### src/rtl/pcw_pkg.sv
// ----------------------------------------------------------------------------
// pcw_pkg
// Shared types, constants and the header table of the configuration window.
// ----------------------------------------------------------------------------
package pcw_pkg;

  typedef enum logic {
    ACT_READ  = 1'b0,
    ACT_WRITE = 1'b1
  } action_e;

  typedef enum logic [1:0] {
    SIZE_BYTE = 2'd0,
    SIZE_HALF = 2'd1,
    SIZE_WORD = 2'd2,
    SIZE_RSVD = 2'd3
  } size_e;

  typedef struct packed {
    logic        action;
    logic [2:0]  byte_offset;
    logic [1:0]  access_size;
    logic [31:0] write_data;
  } access_t;

  localparam logic [2:0]  OffAddr      = 3'd0;
  localparam logic [2:0]  OffData      = 3'd4;

  localparam logic [31:0] SelectMask   = 32'h7FFF_FF00;
  localparam logic [31:0] DeviceSelect = 32'h0000_7800;
  localparam logic [31:0] AllOnes      = 32'hFFFF_FFFF;

  localparam logic [5:0]  IdxBar0      = 6'd4;
  localparam logic [5:0]  IdxBar1      = 6'd5;

  localparam logic [31:0] Bar0Reset    = 32'hCA00_0008;
  localparam logic [31:0] Bar1Reset    = 32'hC800_0000;
  localparam logic [31:0] Bar0Mask     = 32'hFF00_0000;
  localparam logic [31:0] Bar1Mask     = 32'hFFE0_0000;
  localparam logic [31:0] Bar0Flags    = 32'h0000_0008;
  localparam logic        PresentReset = 1'b1;

  function automatic logic [31:0] header_word(input logic [5:0]  idx,
                                              input logic [31:0] bar0,
                                              input logic [31:0] bar1);
    logic [31:0] w;
    unique case (idx)
      6'd0:    w = 32'h0501_126F;
      6'd1:    w = 32'h0200_0007;
      6'd2:    w = 32'h0300_0000;
      IdxBar0: w = bar0;
      IdxBar1: w = bar1;
      6'd11:   w = 32'h0501_126F;
      6'd15:   w = 32'h0000_0100;
      default: w = '0;
    endcase
    return w;
  endfunction

endpackage

### src/rtl/pci_config_cycle_window_unit.sv
// ----------------------------------------------------------------------------
// pci_config_cycle_window_unit
// Eight-byte configuration window: address latch at offset 0, data port at
// offset 4 into the type-0 header of one display device.
//
// One access item enters on the input channel (valid/stall) with action,
// byte offset, size and write data. Each item gives exactly one result item
// on the output channel carrying read_data (zero for writes).
// The item is first captured in an input register; it is executed against
// the window state when it moves to the result register. One item per
// cycle is sustained while the receiver does not stall, set by the single
// decode pass between the two registers. When the receiver stalls, the
// result register holds and the input register fills; the input stall
// then rises until the output drains. Reset empties both registers, clears
// the address latch, restores the bar words and marks the device present.
// device_present is written through cfg_we_i / cfg_wdata_i; the user must
// do so only while no item is in flight; the block does not enforce it.
// ----------------------------------------------------------------------------
module pci_config_cycle_window_unit
  import pcw_pkg::*;
(
  input  logic        clk_i,
  input  logic        rst_ni,
  input  logic        cfg_we_i,
  input  logic        cfg_wdata_i,
  input  logic        in_valid_i,
  output logic        in_stall_o,
  input  logic        action_i,
  input  logic [2:0]  byte_offset_i,
  input  logic [1:0]  access_size_i,
  input  logic [31:0] write_data_i,
  output logic        out_valid_o,
  input  logic        out_stall_i,
  output logic [31:0] read_data_o
);

  logic        in_valid_q;
  access_t     acc_q;
  logic        out_valid_q;
  logic [31:0] rdata_q;
  logic [31:0] rdata;
  logic        advance;
  logic        accept;

  assign advance    = in_valid_q && (!out_valid_q || !out_stall_i);
  assign in_stall_o = in_valid_q && !advance;
  assign accept     = in_valid_i && !in_stall_o;

  pcw_regs u_regs (
    .clk_i       (clk_i),
    .rst_ni      (rst_ni),
    .cfg_we_i    (cfg_we_i),
    .cfg_wdata_i (cfg_wdata_i),
    .exec_i      (advance),
    .acc_i       (acc_q),
    .read_data_o (rdata)
  );

  always_ff @(posedge clk_i or negedge rst_ni) begin
    if (!rst_ni) begin
      in_valid_q  <= 1'b0;
      out_valid_q <= 1'b0;
    end else begin
      if (accept) begin
        in_valid_q <= 1'b1;
      end else if (advance) begin
        in_valid_q <= 1'b0;
      end
      if (advance) begin
        out_valid_q <= 1'b1;
      end else if (!out_stall_i) begin
        out_valid_q <= 1'b0;
      end
    end
  end

  always_ff @(posedge clk_i) begin
    if (accept) begin
      acc_q.action      <= action_i;
      acc_q.byte_offset <= byte_offset_i;
      acc_q.access_size <= access_size_i;
      acc_q.write_data  <= write_data_i;
    end
    if (advance) begin
      rdata_q <= rdata;
    end
  end

  assign out_valid_o = out_valid_q;
  assign read_data_o = rdata_q;

endmodule

### src/rtl/pcw_regs.sv
// ----------------------------------------------------------------------------
// pcw_regs
// Address latch, bar registers and read decode for one window access.
// ----------------------------------------------------------------------------
module pcw_regs
  import pcw_pkg::*;
(
  input  logic        clk_i,
  input  logic        rst_ni,
  input  logic        cfg_we_i,
  input  logic        cfg_wdata_i,
  input  logic        exec_i,
  input  access_t     acc_i,
  output logic [31:0] read_data_o
);

  logic        present_q;
  logic [31:0] addr_q, addr_d;
  logic [31:0] bar0_q, bar0_d;
  logic [31:0] bar1_q, bar1_d;

  logic        selected;
  logic [5:0]  idx;
  logic [31:0] hdr;
  logic [31:0] lane_word;
  logic [31:0] full_word;
  logic [31:0] rdata;
  logic        is_word;

  assign selected = present_q && ((addr_q & SelectMask) == DeviceSelect);
  assign idx      = addr_q[7:2];
  assign hdr      = selected ? header_word(idx, bar0_q, bar1_q) : AllOnes;
  assign is_word  = acc_i.access_size[1];

  // word for byte and half lanes: offset with low bits cleared
  assign lane_word = acc_i.byte_offset[2] ? hdr : addr_q;

  always_comb begin
    if (acc_i.byte_offset == OffAddr) begin
      full_word = addr_q;
    end else if (acc_i.byte_offset == OffData) begin
      full_word = hdr;
    end else begin
      full_word = AllOnes;
    end
  end

  always_comb begin
    rdata = '0;
    if (acc_i.action == ACT_READ) begin
      case (acc_i.access_size)
        SIZE_BYTE: rdata = {24'd0, lane_word[{acc_i.byte_offset[1:0], 3'd0} +: 8]};
        SIZE_HALF: rdata = {16'd0, lane_word[{acc_i.byte_offset[1], 4'd0} +: 16]};
        default:   rdata = full_word;
      endcase
    end
  end

  always_comb begin
    addr_d = addr_q;
    bar0_d = bar0_q;
    bar1_d = bar1_q;
    if (exec_i && acc_i.action == ACT_WRITE && is_word) begin
      if (acc_i.byte_offset == OffAddr) begin
        addr_d = acc_i.write_data;
      end else if (acc_i.byte_offset == OffData && selected) begin
        if (idx == IdxBar0) begin
          bar0_d = (acc_i.write_data == AllOnes) ? Bar0Mask
                 : ((acc_i.write_data & Bar0Mask) | Bar0Flags);
        end else if (idx == IdxBar1) begin
          bar1_d = (acc_i.write_data == AllOnes) ? Bar1Mask
                 : (acc_i.write_data & Bar1Mask);
        end
      end
    end
  end

  always_ff @(posedge clk_i or negedge rst_ni) begin
    if (!rst_ni) begin
      present_q <= PresentReset;
      addr_q    <= '0;
      bar0_q    <= Bar0Reset;
      bar1_q    <= Bar1Reset;
    end else begin
      if (cfg_we_i) begin
        present_q <= cfg_wdata_i;
      end
      addr_q <= addr_d;
      bar0_q <= bar0_d;
      bar1_q <= bar1_d;
    end
  end

  assign read_data_o = rdata;

endmodule

### config.mk
export PLATFORM = sky130hd
export DESIGN_NAME = pci_config_cycle_window_unit
export DESIGN_NICKNAME = d
export VERILOG_FILES = /design/src/rtl/pcw_pkg.sv /design/src/rtl/pci_config_cycle_window_unit.sv /design/src/rtl/pcw_regs.sv
export SDC_FILE = /design/constraint.sdc
export NUM_CORES = 1
export LEC_CHECK = 0
export ABC_AREA = 1
export BUFFER_PORTS_ARGS = -buffer_cell sky130_fd_sc_hd__clkbuf_2
export CAP_MARGIN = 15
export CORE_AREA = 2 2 101 103
export CTS_CLUSTER_DIAMETER = 60
export CTS_CLUSTER_SIZE = 20
export DETAILED_ROUTE_END_ITERATION = 16
export DIE_AREA = 0 0 103 105
export GPL_TIMING_DRIVEN = 0
export PLACE_DENSITY = 0.83
export SYNTH_ARGS = -nofsm -noshare
export SYNTH_HDL_FRONTEND = slang
export SYNTH_HIERARCHICAL = 1
export SYNTH_SLANG_ARGS = --single-unit
export TNS_END_PERCENT = 30
### constraint.sdc
create_clock -name clk_i -period 7.4 [get_ports clk_i]
set_input_delay 1.11 -clock clk_i [delete_from_list [all_inputs] [get_ports clk_i]]
set_output_delay 1.11 -clock clk_i [all_outputs]
set_load 0.05 [all_outputs]
==> results.cfg <==
[floorplanning]
ioPinCount = 78
start_util_pct = 60.81
die_w_um = 103
die_h_um = 105
core_area_mm2 = 0.009639
dieArea_mm2 = 0.01082
rows = 36

[route]
drc = 0
wire_per_inst_um = 16.58
finalWirelength_um = 14460
antenna_left = 0
drtPass1Iterations = 5
via_count = 4922
viasPerCell = 5.644
drt_iter0_markers = 526

[timing]
finalSetupViolCount = 0
fin_crit_sh_pct = 38.42
drv_slew = 0
setup_tns_ps = 0
min_period_ps = 2843
rsz0062_at_grt = false
timing.fmax_mhz = 351.7
clock_skew_ps = 10.11
setup_ws_ps = 4557
finalHoldViolCount = 0
slew-limit-headroom_pct = 34.64
tightest_slew_ps = 978.2

[worst_setup_path]
critical_path_peak_fanout = 33
cpPeakStageDelay_ps = 770
crit_start = out_stall_i
crit_required_ps = 7800
cp_cell_sequence = clkbuf_2 > a21oi_4 > nand3_1 > nor2_1 > nand3_2 > buf_2 > nand2_1 > o21ai_1
cp.buffers_inverters = 2
path_class = in2reg
endpoint_kind = register
arrival_ps = 3240
crit_slowest_cell = a21oi_4
r2r-start = out_valid_o$_DFFE_PN0P_
cpLargestDelayFamily = simple AND/OR/NAND/NOR gates
cp-start-kind = primary input

[clock_network]
clockRootBuffer = clkbuf_8
ctsResizeCount = 0
cts_sinks = 125
clkLatencyLatePin_ps = 520
cts_buffers = 17
cts_setup_buffers = 0
cts_max_level = 4
cts_tree = done
clk_path_buf_depth = 2
cts.clk_slew.worst_paths_ps = 60
hold_buffers = 0

[cells_and_area]
syn_to_final_growth_pct = 20.00
nets = 770
drive_above_1_share_pct = 22.19
fin_area_mm2 = 0.007034
diodes = 0
final_cell_mix = 162 x nand2_1, 77 x clkbuf_2, 74 x nor2_1
fillers = 734
ff_latch_area_mm2 = 0.003490
multi_input_area_mm2 = 0.001967
final_cell_count_no_fill = 872
final_common_cell = nand2_1

[status]
outcome = completed

[worst_hold_path]
worst_hold_startpoint = u_regs/bar0_q[31]$_DFFE_PN1P_
hold_class = reg2reg

[logic_synthesis]
syn_nets = 672
yosys.area.top_type = edfxtp_1
async_flop_share_pct = 44.00
synth-edff-count = 70
synth.top_cell.area_share_pct = 35.86
synth-seq-cells = 125
synth.cell_area_mm2 = 0.005862
synth-seq-area-share_pct = 59.53
synth_warnings = 6
ys_types = 34
synth-main-ff-cell = edfxtp_1
netlist_instances = 628
synth_area_leaders = edfxtp_1 36%, dfrtp_1 20%, nand2_1 10%
synth_area_per_cell_um2 = 9.334

[flow_run]
maxCapViolCount = 0

[power]
power.leakage_uw = 0.003197
ir_drop_v = 0.0001828
p_per_area_mw_per_mm2 = 278.7

[global_route]
grt-ovfl-total = 0
track_usage_pct = 29.52
grt_max_degree = 34
grt_pass1_wl_um = 24140
antenna_found_initial = 0
grt_pass1_vias = 4871

[placement]
dp.cells = 840
hpwl_um = 10790
gp_congestion = 0.9530
io_buffer_count = 77
dpl_cell_area_mm2 = 0.006472
place_ws_ps = 4029
==> synthesized netlist by cell type, types with 7 or more instances <==
master	count
nand2_1	162
nand3_1	31
nor2_1	74
nor2_4	7
a21oi_1	31
dfrtp_1	46
inv_1	73
buf_2	7
dfstp_2	9
o21ai_0	42
nand4_1	12
edfxtp_1	70
o21ai_1	8
==> report_power, final <==
| group | total, µW | internal [µW] | switching, µW |
|---|---|---|---|
| Clock | 765 | 478 | 287 |
| Combinational | 313 | 87.1 | 226 |
| Sequential | 881 | 826 | 55.1 |
| Total | 1960 | 1390 | 569 |
==> worst reg2reg max path, cell delays in order (launching register included) <==
cell	delay, ps
dfrtp_1	440
a21oi_4	790
nand3_1	340
nor2_1	340
nand3_2	170
buf_2	230
nand2_1	80
o21ai_1	70
==> sequential cells by signal (all words and copies together), names as in the netlist <==
signal            count
acc_q                38
read_data_o          32
u_regs/addr_q        32
u_regs/bar1_q        11
u_regs/bar0_q         9
in_valid_q            1
out_valid_o           1
u_regs/present_q      1
==> metal layers <==
layer	track usage [%]	vias to the layer above	wire, µm
met1	38.96	2331	5918
met5	0	-	0
li1	-	2272	-
met2	46.66	283	7057
met4	12.31	0	382
met3	6.890	36	1104
==> path summary, 6_finish.rpt <==
kind,end,slack [ps],cells past startpoint
worst max-delay path,u_regs/bar1_q[24]$_DFFE_PN0P_,4560,8
worst min-delay path,u_regs/bar0_q[31]$_DFFE_PN1P_,480,2
worst max register to register,u_regs/bar1_q[24]$_DFFE_PN0P_,4820,7
worst min register to register,u_regs/bar0_q[31]$_DFFE_PN1P_,480,2
max in group asynchronous,u_regs/bar1_q[27]$_DFFE_PN1P_,6140,2
min in group asynchronous,u_regs/bar0_q[29]$_DFFE_PN0P_,610,1
==> through the flow <==
step | power [µW] | util (%) | hold WS [ps]
after floorplan | 1092 | - | 447.1
after global placement | 1182 | 66.54 | 458.7
after detailed placement | 1197 | 67.15 | 469.0
after CTS | 1963 | 72.98 | 477.8
after global routing | 2040 | 72.98 | 486.3
final | 1960 | 72.98 | 478.2
==> cell type report <==
class | instances | share of cell area (%)
Buffer | 20 | 1.779
Clock buffer | 22 | 6.724
Clock inverter | 10 | 1.263
Inverter | 77 | 4.144
Multi-Input combinational cell | 406 | 27.96
Sequential cell | 125 | 49.61
Tap cell | 133 | 2.366
Timing Repair Buffer | 79 | 6.154
==> cells by family (layout without fill, tap and decap cells) <==
logic type | count (synthesis) | in the layout | share of synthesized area (%)
and+or+nand+nor | 297 | 297 | 22.37
DFF | 125 | 125 | 59.53
muxes | 5 | 5 | 0.9604
AOI/OAI and AO/OA | 104 | 104 | 10.03
buffers and inverters | 97 | 208 | 7.108
Power figures use the tool's default switching activity.
